<file path="src/som_pkg.sv">
// Shared constants, state type and arithmetic helpers of the map engine.
`timescale 1ns / 1ps
package som_pkg;

  localparam int MAP_SIDE  = 16;
  localparam int DIMS      = 8;
  localparam int ELEM_BITS = 16;
  localparam int NODES     = MAP_SIDE * MAP_SIDE;
  localparam int NODE_AW   = $clog2(NODES);
  localparam int NODE_W    = DIMS * ELEM_BITS;
  localparam int DIST_W    = 43;
  localparam int MUL_AW    = 32;
  localparam int MUL_BW    = 17;
  localparam int MUL_PW    = MUL_AW + MUL_BW;
  localparam int DIV_NW    = 41;
  localparam int DIV_DW    = 32;
  localparam int DIV_QW    = 9;

  localparam logic [1:0] ACT_LOAD     = 2'd0;
  localparam logic [1:0] ACT_CLASSIFY = 2'd1;
  localparam logic [1:0] ACT_TRAIN    = 2'd2;

  localparam logic [1:0] CFG_MAP_WIDTH   = 2'd0;
  localparam logic [1:0] CFG_MAP_HEIGHT  = 2'd1;
  localparam logic [1:0] CFG_DIMS_IN_USE = 2'd2;
  localparam logic [1:0] CFG_DIM_WEIGHTS = 2'd3;

  typedef enum logic [4:0] {
    ST_IDLE, ST_LDIV, ST_SRD, ST_DSQ, ST_DWT, ST_DEND,
    ST_PGO, ST_PDIV, ST_PEXM, ST_PEXC, ST_S2M, ST_S2C,
    ST_NSET, ST_SQM, ST_SQC, ST_AGO, ST_ADIV, ST_NEM, ST_NEC,
    ST_FM, ST_FC, ST_UM, ST_UC, ST_UWR, ST_RES
  } state_t;

  // round(65536 * exp(-n))
  function automatic logic [16:0] int_exp(input logic [3:0] n);
    logic [16:0] r;
    case (n)
      4'd0:    r = 17'd65536;
      4'd1:    r = 17'd24109;
      4'd2:    r = 17'd8869;
      4'd3:    r = 17'd3263;
      4'd4:    r = 17'd1200;
      4'd5:    r = 17'd442;
      4'd6:    r = 17'd162;
      4'd7:    r = 17'd60;
      4'd8:    r = 17'd22;
      4'd9:    r = 17'd8;
      4'd10:   r = 17'd3;
      4'd11:   r = 17'd1;
      default: r = 17'd0;
    endcase
    return r;
  endfunction

  // round(65536 * exp(-k/16))
  function automatic logic [16:0] frac_exp(input logic [3:0] k);
    logic [16:0] r;
    case (k)
      4'd0:    r = 17'd65536;
      4'd1:    r = 17'd61565;
      4'd2:    r = 17'd57835;
      4'd3:    r = 17'd54331;
      4'd4:    r = 17'd51039;
      4'd5:    r = 17'd47947;
      4'd6:    r = 17'd45042;
      4'd7:    r = 17'd42313;
      4'd8:    r = 17'd39750;
      4'd9:    r = 17'd37341;
      4'd10:   r = 17'd35079;
      4'd11:   r = 17'd32954;
      4'd12:   r = 17'd30957;
      4'd13:   r = 17'd29081;
      4'd14:   r = 17'd27319;
      default: r = 17'd25664;
    endcase
    return r;
  endfunction

  function automatic logic [7:0] sq4(input logic [3:0] v);
    return {4'b0, v} * {4'b0, v};
  endfunction

  // (p + 0.5) >> 16, saturated to 16 bits
  function automatic logic [15:0] rnd16(input logic [MUL_PW-1:0] p);
    logic [33:0] s;
    s = {1'b0, p[32:0]} + 34'd32768;
    if (s[33:16] > 18'd65535) return 16'hFFFF;
    return s[31:16];
  endfunction

endpackage

</file>
<file path="src/som_mul.sv">
// Shared 32x17 unsigned multiplier with registered product.
`timescale 1ns / 1ps
module som_mul import som_pkg::*; (
  input  logic              clk,
  input  logic [MUL_AW-1:0] a,
  input  logic [MUL_BW-1:0] b,
  output logic [MUL_PW-1:0] p
);
  logic [MUL_PW-1:0] p_r;

  always_ff @(posedge clk) begin
    p_r <= {{MUL_BW{1'b0}}, a} * {{MUL_AW{1'b0}}, b};
  end

  assign p = p_r;
endmodule

</file>
<file path="config.mk">
export PLATFORM = sky130hd
export DESIGN_NAME = som_mul
export DESIGN_NICKNAME = d
export VERILOG_FILES = /design/src/som_pkg.sv /design/src/som_mul.sv
export SDC_FILE = /design/constraint.sdc
export NUM_CORES = 1
export LEC_CHECK = 0
export ABC_AREA = 1
export BUFFER_PORTS_ARGS = -buffer_cell sky130_fd_sc_hd__buf_2
export CAP_MARGIN = 10
export CORE_MARGIN = 2
export CORE_UTILIZATION = 50
export DETAILED_ROUTE_END_ITERATION = 7
export PLACE_DENSITY = 0.67
export SLEW_MARGIN = 20
export SYNTH_ARGS = -nofsm -noshare
export SYNTH_HDL_FRONTEND = slang
export SYNTH_SLANG_ARGS = --single-unit
export TNS_END_PERCENT = 100
</file>
<file path="constraint.sdc">
create_clock -name clk -period 8.2 [get_ports clk]
set_input_delay 0.41 -clock clk [delete_from_list [all_inputs] [get_ports clk]]
set_output_delay 0.41 -clock clk [all_outputs]
set_load 0.05 [all_outputs]
</file>
==> impl_metrics.json <==
{
  "cts_tree": "yes",
  "highest_layer": "met4",
  "drv_slew": 0,
  "post_cts_resized": 0,
  "first_global_vias": 17500,
  "wl_met1_mm": 20.4,
  "critPathMaxFanout": 32,
  "die_area_mm2": 0.0413,
  "wl_mm": 53.0,
  "drt_iter0_markers": 892,
  "via_count": 15900,
  "drt-vias-per-instance": 4.92,
  "cap_violations": 0,
  "drt_drc_violations_left": 0,
  "setup_viol": 0,
  "place_ws_ns": 2.05,
  "yosysUniqueCellTypes": 23,
  "firstDrtPassIters": 5,
  "drive_gt1_share_pct": 5.33,
  "rsz0062_at_grt": "false",
  "clk_path_buf_depth": 2,
  "gr-usage-all-layers_pct": 27.5,
  "port-buffer-count": 98,
  "finalCritPeriodShare_pct": 71.2,
  "cts-root-buf": "clkbuf_16",
  "synth_flop_cell": "dfxtp_1",
  "cts_num_sinks": 49,
  "hold_path_class": "input pin to flop",
  "synth_edf_count": 0,
  "nNetsFinal": 3340,
  "arrival_ns": 6.01,
  "worst-endpoint-required_ns": 8.37,
  "fin_hold_ws_ns": 0.617,
  "fmax_mhz": 171,
  "die_y_um": 203,
  "synth_commonest_cells": "inv_1, nand2_1, fa_1",
  "hpwl_mm": 42.5,
  "relSlewSlack_pct": 41.8,
  "antenna_found_initial": 0,
  "hold_viol": 0,
  "cp-start-kind": "input pin",
  "hold_path_depth": 3,
  "gp_congestion": 0.895,
  "setup_slack_ns": 2.36,
  "synth_top_cell_by_area": "fa_1",
  "ys_ff_latch": 49,
  "tns_ns": 0,
  "wl_per_cell_um": 16.4,
  "synth_area_leaders": "fa_1, inv_1, nand2_1",
  "path_class": "input pin to flop",
  "antenna_cells": 0,
  "die_x_um": 203,
  "worstHoldStart": "a[0]",
  "period_needed_ns": 5.84,
  "start_util_pct": 51.0,
  "placed_cells": 3229,
  "crit_path_max_incr_delay_ns": 0.60,
  "avgSynthCellArea_um2": 7.28,
  "critPathMostFrequentCell": "nand2_1",
  "tightest_slew_ns": 0.872,
  "wl_met3_mm": 3.20,
  "status": "complete, no violations",
  "met2_wirelength_mm": 26.9,
  "crit_slowest_cell": "buf_2",
  "synthToLayoutAreaGrowth_pct": 4.29,
  "io_pins": 99,
  "num_rows": 72,
  "coreArea_mm2": 0.0389,
  "nFillCells": 3835,
  "synth_area_mm2": 0.0199,
  "yosysSeqAreaShare_pct": 4.94,
  "synth.most_common_cell": "inv_1",
  "ctsHtreeMaxLevel": 2,
  "yosys_warnings": 0,
  "largest_reg_flops": 49,
  "synth_nets": 3350,
  "cp_top_family": "adder cells",
  "cts-buffers-inserted": 5,
  "async_flop_share_pct": 0,
  "crit_path_end_kind": "flop",
  "grt_max_degree": 33,
  "final_cells": 3237,
  "hold_buffers": 0,
  "overflow": 0,
  "crit_buf_inv": 6,
  "path_clk_slew_ns": 0.07,
  "cp_cell_sequence": "buf_2 -> nand2_1 -> fa_1 -> inv_1 -> fa_1 -> inv_1 -> fa_1 -> inv_1 -> fa_1 -> fa_1 -> inv_1 -> fa_1 -> inv_1 -> ha_1 -> nand2_1 -> nor2_1 -> nand2_1 -> nand2_1 -> nand2_1 -> nand3_2 -> nand2_1 -> nand3_1 -> nand2_1",
  "drtAntennaViolNets": 0,
  "synth_top_area_share_pct": 45.3,
  "hold-path-endpoint": "p[0]",
  "grt_pass1_wl_mm": 88.6,
  "cts_setup_buffers": 0,
  "syn_inst": 2728
}
## layout by cell type, fill, tap and decap left out, drive strengths merged, types with 5 or more instances in the layout
cell type  count
nand2        897
inv          896
fa           449
ha           123
buf           98
nor2          79
dfxtp         49
nand3         44
a21oi         26
xor2          21
xnor2          7
clkbuf         6
nand4          5
o21bai         5
## routing by layer
layer | vias up | track usage (%)
met5 | - | 0
met4 | 0 | 12.1
met3 | 149 | 2.03
met2 | 584 | 50.0
met1 | 7808 | 33.5
li1 | 7397 | -
## layout make-up
cell class	count	area, um2	share of cell area (%)
clock buffer	6	129	0.623
clock inverter	2	15.0	0.0725
inverter	896	3360	16.2
multi-input combinational	1668	15100	72.8
sequential	49	981	4.74
tap	518	648	3.13
timing repair buffer	98	490	2.37
## stage by stage
| stage | cell area (um2) | util, % |
|---|---|---|
| final | 20700 | 53.2 |
| after global routing | 20700 | 53.2 |
| after CTS | 20700 | 53.2 |
| after detailed placement | 20600 | 52.8 |
| after global placement | 20600 | 52.8 |
| after floorplan | 19900 | - |
## tightest hold or removal path, cell delays in order
cell	delay, ns
buf_2	0.24
nand2_1	0.16
inv_1	0.05
## worst max path at each step
stage                     start     to  slack [ns]  cells after the start
after floorplan           a[29]  p[47]        2.80                     24
after global placement     b[8]  p[33]        2.00                     23
after global routing       b[5]  p[45]        1.97                     22
after CTS                  b[2]  p[33]        2.35                     21
after detailed placement   b[2]  p[33]        2.05                     21
final                      b[8]  p[33]        2.36                     23
## cell families after synthesis
kind of cell | after synthesis | synth area share [%]
xor gates and xnor gates | 28 | 1.24
AOI/OAI and AO/OA | 36 | 0.996
buffers and inverters | 1011 | 19.1
DFF | 49 | 4.94
adders and majority gates | 572 | 53.0
and+or+nand+nor | 1032 | 20.7
Power is not shown: default switching activity piles up to over one toggle a cycle in this logic, so the estimate is an artifact.
