## src/som_pkg.sv

```systemverilog
// Shared constants, state type and arithmetic helpers of the map engine.
`timescale 1ns / 1ps
package som_pkg;

  localparam int MAP_SIDE  = 16;
  localparam int DIMS      = 8;
  localparam int ELEM_BITS = 16;
  localparam int NODES     = MAP_SIDE * MAP_SIDE;
  localparam int NODE_AW   = $clog2(NODES);
  localparam int NODE_W    = DIMS * ELEM_BITS;
  localparam int DIST_W    = 43;
  localparam int MUL_AW    = 32;
  localparam int MUL_BW    = 17;
  localparam int MUL_PW    = MUL_AW + MUL_BW;
  localparam int DIV_NW    = 41;
  localparam int DIV_DW    = 32;
  localparam int DIV_QW    = 9;

  localparam logic [1:0] ACT_LOAD     = 2'd0;
  localparam logic [1:0] ACT_CLASSIFY = 2'd1;
  localparam logic [1:0] ACT_TRAIN    = 2'd2;

  localparam logic [1:0] CFG_MAP_WIDTH   = 2'd0;
  localparam logic [1:0] CFG_MAP_HEIGHT  = 2'd1;
  localparam logic [1:0] CFG_DIMS_IN_USE = 2'd2;
  localparam logic [1:0] CFG_DIM_WEIGHTS = 2'd3;

  typedef enum logic [4:0] {
    ST_IDLE, ST_LDIV, ST_SRD, ST_DSQ, ST_DWT, ST_DEND,
    ST_PGO, ST_PDIV, ST_PEXM, ST_PEXC, ST_S2M, ST_S2C,
    ST_NSET, ST_SQM, ST_SQC, ST_AGO, ST_ADIV, ST_NEM, ST_NEC,
    ST_FM, ST_FC, ST_UM, ST_UC, ST_UWR, ST_RES
  } state_t;

  // round(65536 * exp(-n))
  function automatic logic [16:0] int_exp(input logic [3:0] n);
    logic [16:0] r;
    case (n)
      4'd0:    r = 17'd65536;
      4'd1:    r = 17'd24109;
      4'd2:    r = 17'd8869;
      4'd3:    r = 17'd3263;
      4'd4:    r = 17'd1200;
      4'd5:    r = 17'd442;
      4'd6:    r = 17'd162;
      4'd7:    r = 17'd60;
      4'd8:    r = 17'd22;
      4'd9:    r = 17'd8;
      4'd10:   r = 17'd3;
      4'd11:   r = 17'd1;
      default: r = 17'd0;
    endcase
    return r;
  endfunction

  // round(65536 * exp(-k/16))
  function automatic logic [16:0] frac_exp(input logic [3:0] k);
    logic [16:0] r;
    case (k)
      4'd0:    r = 17'd65536;
      4'd1:    r = 17'd61565;
      4'd2:    r = 17'd57835;
      4'd3:    r = 17'd54331;
      4'd4:    r = 17'd51039;
      4'd5:    r = 17'd47947;
      4'd6:    r = 17'd45042;
      4'd7:    r = 17'd42313;
      4'd8:    r = 17'd39750;
      4'd9:    r = 17'd37341;
      4'd10:   r = 17'd35079;
      4'd11:   r = 17'd32954;
      4'd12:   r = 17'd30957;
      4'd13:   r = 17'd29081;
      4'd14:   r = 17'd27319;
      default: r = 17'd25664;
    endcase
    return r;
  endfunction

  function automatic logic [7:0] sq4(input logic [3:0] v);
    return {4'b0, v} * {4'b0, v};
  endfunction

  // (p + 0.5) >> 16, saturated to 16 bits
  function automatic logic [15:0] rnd16(input logic [MUL_PW-1:0] p);
    logic [33:0] s;
    s = {1'b0, p[32:0]} + 34'd32768;
    if (s[33:16] > 18'd65535) return 16'hFFFF;
    return s[31:16];
  endfunction

endpackage

```

## src/som_div.sv

```systemverilog
// Restoring divider, one quotient bit a cycle, quotient saturated at 256.
`timescale 1ns / 1ps
module som_div import som_pkg::*; (
  input  logic              clk,
  input  logic              rst_n,
  input  logic              start,
  input  logic [DIV_NW-1:0] num,
  input  logic [DIV_DW-1:0] den,
  output logic              done,
  output logic [DIV_QW-1:0] q
);
  logic              busy_r;
  logic              done_r;
  logic              sat_r;
  logic [3:0]        step_r;
  logic [DIV_NW-1:0] rem_r;
  logic [DIV_DW-1:0] den_r;
  logic [7:0]        q_r;
  logic [DIV_NW-1:0] shifted;
  logic              ge;

  assign shifted = {{(DIV_NW-DIV_DW){1'b0}}, den_r} << step_r;
  assign ge      = rem_r >= shifted;

  always_ff @(posedge clk) begin
    if (!rst_n) begin
      busy_r <= 1'b0;
      done_r <= 1'b0;
    end else begin
      done_r <= 1'b0;
      if (start) begin
        busy_r <= 1'b1;
      end else if (busy_r && ((step_r == 4'd8 && ge) || step_r == 4'd0)) begin
        busy_r <= 1'b0;
        done_r <= 1'b1;
      end
    end
  end

  always_ff @(posedge clk) begin
    if (start) begin
      rem_r  <= num;
      den_r  <= den;
      step_r <= 4'd8;
      q_r    <= 8'd0;
      sat_r  <= 1'b0;
    end else if (busy_r) begin
      if (step_r == 4'd8) begin
        // quotient of 256 or more clamps
        if (ge) sat_r <= 1'b1;
        else step_r <= 4'd7;
      end else begin
        if (ge) begin
          rem_r            <= rem_r - shifted;
          q_r[step_r[2:0]] <= 1'b1;
        end
        if (step_r != 4'd0) step_r <= step_r - 4'd1;
      end
    end
  end

  assign done = done_r;
  assign q    = sat_r ? 9'd256 : {1'b0, q_r};
endmodule

```

## config.mk

```make
export PLATFORM = sky130hd
export DESIGN_NAME = som_div
export DESIGN_NICKNAME = d
export VERILOG_FILES = /design/src/som_pkg.sv /design/src/som_div.sv
export SDC_FILE = /design/constraint.sdc
export NUM_CORES = 1
export LEC_CHECK = 0
export BUFFER_PORTS_ARGS = -buffer_cell sky130_fd_sc_hd__buf_2
export CAP_MARGIN = 20
export CELL_PAD_IN_SITES_DETAIL_PLACEMENT = 2
export CELL_PAD_IN_SITES_GLOBAL_PLACEMENT = 2
export CORE_AREA = 2 2 143 145
export DETAILED_ROUTE_END_ITERATION = 16
export DIE_AREA = 0 0 145 147
export MAX_ROUTING_LAYER = met4
export PLACE_DENSITY = 0.89
export SYNTH_ARGS = -nofsm -noshare
export SYNTH_HDL_FRONTEND = slang
export SYNTH_SLANG_ARGS = --single-unit
```

## constraint.sdc

```tcl
create_clock -name clk -period 7.2 [get_ports clk]
set_clock_uncertainty 0.15 [all_clocks]
set_input_delay 1.44 -clock clk [delete_from_list [all_inputs] [get_ports clk]]
set_output_delay 1.44 -clock clk [all_outputs]
set_load 0.01 [all_outputs]
```

==> flow_summary.yaml, run 1 <==
detailed_routing:
  routed_wl_um: 27100
  drt-initial-drc-count: 484
  routedWlPerCell_um: 23.7
  vias: 6782
  ant_nets: 0
  viasPerCell: 5.93
  dr.pass1.iters: 5
  drc: 0
worst_hold_path:
  hold_class: "flop to flop"
sta:
  worst_slack_ns: 1.08
  post-route-period-util_pct: 85.0
  rsz0062_at_grt: "false"
  max_clock_freq_ghz: 0.163
  worst_pin_slew_ns: 1.05
  period_minus_slack_ns: 6.12
  slew_headroom_pct: 30.1
  setup_tns_ns: 0
  drv_slew: 0
  hold_violations: 0
  setup_viol: 0
floorplanning:
  initial_core_util_pct: 36.5
  io_pins: 86
  die_h_um: 147
  rows: 52
  coreArea_um2: 19800
  die_w_um: 145
  die_area_um2: 21300
grt:
  gr-usage-all-layers_pct: 26.1
  grt_pass1_wl_um: 42200
  grt_max_degree: 78
  antenna_found_initial: 1
  grt_pass1_vias: 7346
  grt.overflow.total: 0
critical_path:
  path_buf_inv: 2
  required_ns: 7.05
  slowest_stage: "dfxtp_2"
  path_cells: "inv_1, mux2i_1, o21ai_0, o21ai_0, ha_1, nand2_1, nor4_1, a31oi_1, o21ai_0, a21oi_1, o21ai_1, nand3_1, nand2_1, buf_4"
  slowest_delay_ns: 0.86
  cp-start-kind: "flop"
  cpMostUsedCell: "o21ai_0"
  cp_max_fo: 41
  arrival_ns: 5.97
  worstSetupEndpointType: "flop"
  critical-path-top-delay-family: "compound AO/OA/AOI/OAI gates"
  crit_type: "flop to flop"
  reg2reg_slack_ns: 1.08
logic_synthesis:
  ys_top_cells_by_area: "edfxtp_1, ha_1, nand2_1"
  yosysTopAreaCell: "edfxtp_1"
  syn_avg_cell_area_um2: 8.84
  ys_seq_area_share_pct: 34.4
  syn_nets: 939
  synthCells: 820
  synth_area_um2: 7250
  ys_types: 64
  ys_seq_elements: 88
  synth_top_area_share_pct: 30.2
  ys_warn_count: 0
  synth-edff-count: 73
  synth_ff_type: "edfxtp_1"
  async_flop_share_pct: 0
clock_tree:
  cts_root_buf: "clkbuf_16"
  cts_resized: 0
  post_cts_buffers: 0
  clk_latency_ns: 0.36
  cts_tree: "yes"
  cts_buffer_depth: 2
  cts_max_level: 3
  clk_pin_slew_worst_paths_ns: 0.07
  holdBufCountCts: 0
  cts_buffers: 9
  cts.sink_count: 88
layout:
  fillers: 2212
  nets: 987
  drive_gt1_share_pct: 16.8
  area_delta_synth_final_pct: 12.5
  multi_input_area_um2: 4470
  ff_latch_area_um2: 2490
place:
  portBuffers: 85
  place_ws_ns: 0.957
  hpwl_um: 20200
  place_congestion: 0.877
outcome:
  status: "finished, final reports clean"
job:
  maxCapViolations: 0
## registers in the layout (all words and copies together) (netlist names)
| signal | count |
|---|---|
| done | 1 |
| rem_r | 41 |
| step_r | 4 |
| den_r | 32 |
| busy_r | 1 |
| q_r | 8 |
| sat_r | 1 |
## stage by stage
| step | hold WS, ns | utilization [%] | std cells | instance area, um2 |
|---|---|---|---|---|
| 2_1_floorplan | 0.273 | - | 820 | 7250 |
| 3_3_place_gp | 0.290 | 39.5 | 1126 | 7840 |
| 3_5_place_dp | 0.297 | 39.5 | 1126 | 7840 |
| 4_1_cts | 0.318 | 40.9 | 1142 | 8120 |
| 5_1_grt | 0.337 | 41.1 | 1144 | 8150 |
| 6_report | 0.314 | 41.1 | 1144 | 8150 |
## metal layers
layer / GRT usage (%) / vias to the layer above / routed length, um
li1: - / 3128 / -
met1: 29.1 / 3391 / 11000
met2: 45.8 / 185 / 14000
met3: 3.98 / 78 / 889
met4: 13.0 / 0 / 1320
met5: - / - / 0
## layout make-up
type / instances / area share, %
diodes: 1 / 0.0307
clock buffers: 9 / 2.76
clock inverters: 7 / 0.706
inverters: 22 / 1.01
multi-input cells: 657 / 54.8
flip-flops and latches: 88 / 30.6
well taps: 270 / 4.14
repair buffers: 90 / 5.95
## synthesized netlist by cell type, drive strengths merged (5+ instances only)
cell	n
o21ai	82
mux4	16
mux2i	35
nand3	15
a31oi	8
xnor2	18
o31ai	5
mux2	14
a21o	26
ha	42
nand4	10
xor2	17
edfxtp	73
o21a	5
clkbuf	42
nor3	16
or2	5
a211oi	13
buf	11
a21oi	72
dfxtp	15
nor2	56
nor2b	18
inv	22
and3	9
nand2	118
## cells by family (layout without fill, tap and decap cells)
logic type,count (synthesis),count (layout),share of synthesized area [%]
AOI/OAI and AO/OA,249,249,21.3
xor gates and xnor gates,35,35,4.23
adders and majority gates,43,43,7.53
buffers and inverters,75,128,3.97
DFF,88,88,34.4
muxes,65,65,12.0
other,0,1,0
and+or+nand+nor,265,265,16.6
## cell usage in the layout, fill, tap and decap left out, types with 3 or more instances in the layout
cell,n
ha_1,42
mux2i_1,35
inv_1,22
a41oi_1,4
nand2_1,118
o21a_1,5
mux4_2,16
buf_2,84
o21ai_0,81
dfxtp_1,13
a211o_1,3
and3_1,9
a31oi_1,8
mux2_2,14
nor2b_1,18
a21oi_1,72
o31ai_1,5
xnor2_1,18
or3_1,3
buf_4,5
clkbuf_16,9
edfxtp_1,73
or4_1,3
a21o_1,26
or2_2,5
nor4_1,3
nand4_1,10
xor2_1,17
o21bai_1,4
inv_6,4
o211ai_1,3
o2bb2ai_1,4
nor2_1,56
nor3_1,15
nand3_1,15
a211oi_1,11
## worst paths after layout
path,cells past startpoint,startpoint,end
max,14,step_r[0]$_SDFFE_PP0P_,rem_r[6]$_DFFE_PP_
min,1,q_r[7]$_SDFFE_PP0P_,q_r[7]$_SDFFE_PP0P_
max reg2reg,14,step_r[0]$_SDFFE_PP0P_,rem_r[6]$_DFFE_PP_
min reg2reg,1,q_r[7]$_SDFFE_PP0P_,q_r[7]$_SDFFE_PP0P_
Power of run 1 is not shown: default switching activity piles up to over one toggle a cycle in this logic, so the estimate is an artifact.
==> inputs of run 2 (changes only) <==
Clock period 7.2 ns to 6.5 ns, I/O delays scaled along.
==> flow_summary.yaml, run 2 (synthesized netlist as in run 1, its figures left out) <==
layout:
  final_cell_mix: "nand2_1, buf_2, o21ai_0"
  nets: 989
  fillers: 2208
  area_delta_synth_final_pct: 12.7
  n_antenna_cell: 0
  regMostFlops: "rem_r"
  reg.largest.list: "rem_r (41), den_r (32), q_r (8)"
  largest_reg_flops: 41
  final_common_cell: "nand2_1"
  drive_gt1_share_pct: 17.0
grt:
  grt.overflow.total: 0
  antenna_found_initial: 0
  grt_pass1_wl_um: 45000
  grt_max_degree: 78
  grt_pass1_vias: 7658
  gr-usage-all-layers_pct: 27.9
detailed_routing:
  ant_nets: 0
  wl_met3_um: 1000
  dr_wl_met2_um: 14400
  routed_wl_um: 28400
  highest_layer: "met4"
  drt-initial-drc-count: 475
  viasPerCell: 6.07
  dr.pass1.iters: 5
  drc: 0
  routedWlPerCell_um: 24.8
  vias: 6945
  met1Wirelength_um: 11400
sta:
  hold_violations: 0
  rsz0062_at_grt: "false"
  period_minus_slack_ns: 6.14
  setup_tns_ns: 0
  max_clock_freq_ghz: 0.163
  slew_headroom_pct: 27.2
  setup_viol: 0
  drv_slew: 0
  worst_pin_slew_ns: 1.09
  post-route-period-util_pct: 94.5
place:
  place_congestion: 0.881
  hpwl_um: 20600
  portBuffers: 85
floorplanning:
  coreArea_um2: 19800
  die_w_um: 145
  io_pins: 86
  die_area_um2: 21300
  initial_core_util_pct: 36.5
  die_h_um: 147
  rows: 52
outcome:
  status: "finished, final reports clean"
clock_tree:
  cts_resized: 0
  cts_root_buf: "clkbuf_16"
  post_cts_buffers: 0
  cts.sink_count: 88
  cts_max_level: 3
  holdBufCountCts: 0
  cts_tree: "yes"
  cts_buffers: 9
  clk_latency_ns: 0.37
  cts_buffer_depth: 2
  clk_pin_slew_worst_paths_ns: 0.07
job:
  maxCapViolations: 0
worst_hold_path:
  hold_class: "flop to flop"
  hold_depth: 1
critical_path:
  arrival_ns: 6.00
  worstSetupEndpointType: "flop"
  crit_type: "flop to flop"
  required_ns: 6.36
  cp_max_fo: 43
  rr_worst_depth: 16
  cp-start-kind: "flop"
## run 2: final cells by class
cell class              instances  area (um2)  area share, %
multi-input cells             657        4470           54.7
flip-flops and latches         88        2490           30.5
repair buffers                 92         493           6.03
well taps                     270         338           4.13
clock buffers                   9         225           2.76
inverters                      22        82.6           1.01
clock inverters                 7        68.8          0.842
## run 2: critical path: stages, from the launching register on
cell       delay, ns
dfxtp_2         1.05
mux2_2          0.44
o21ai_0         0.30
nor2_1          0.11
a21oi_1         0.29
nor2_1          0.09
a31oi_1         0.21
ha_1            0.26
and3_1          0.25
and4_1          0.36
a2111oi_4       0.11
nor3_2          0.38
a211oi_2        0.18
o21ai_1         0.74
nand3_1         0.17
nand2_1         0.11
buf_4           0.49
## run 2: layer usage
| metal | GRT usage (%) | vias to the layer above |
|---|---|---|
| li1 | - | 3129 |
| met1 | 30.8 | 3478 |
| met2 | 48.7 | 233 |
| met3 | 4.60 | 105 |
| met4 | 14.6 | 0 |
| met5 | - | - |
## run 2: final timing paths
kind	start	to	slack, ns
min reg2reg	q_r[2]$_SDFFE_PP0P_	q_r[2]$_SDFFE_PP0P_	0.31
max	step_r[1]$_SDFFE_PP0P_	rem_r[9]$_DFFE_PP_	0.36
max reg2reg	step_r[1]$_SDFFE_PP0P_	rem_r[9]$_DFFE_PP_	0.36
min	q_r[2]$_SDFFE_PP0P_	q_r[2]$_SDFFE_PP0P_	0.31
## run 2: per-stage QoR
stage / util [%] / cells / hold WS (ns) / setup slack, ns / area (um2)
6_report: 41.2 / 1145 / 0.305 / 0.356 / 8170
4_1_cts: 41.1 / 1144 / 0.309 / 0.268 / 8150
2_1_floorplan: - / 820 / 0.273 / 1.26 / 7250
3_5_place_dp: 39.6 / 1128 / 0.290 / 0.368 / 7860
5_1_grt: 41.2 / 1145 / 0.332 / 0.0334 / 8170
3_3_place_gp: 39.6 / 1128 / 0.289 / 0.826 / 7860
Power of run 2 is left out for the same reason.
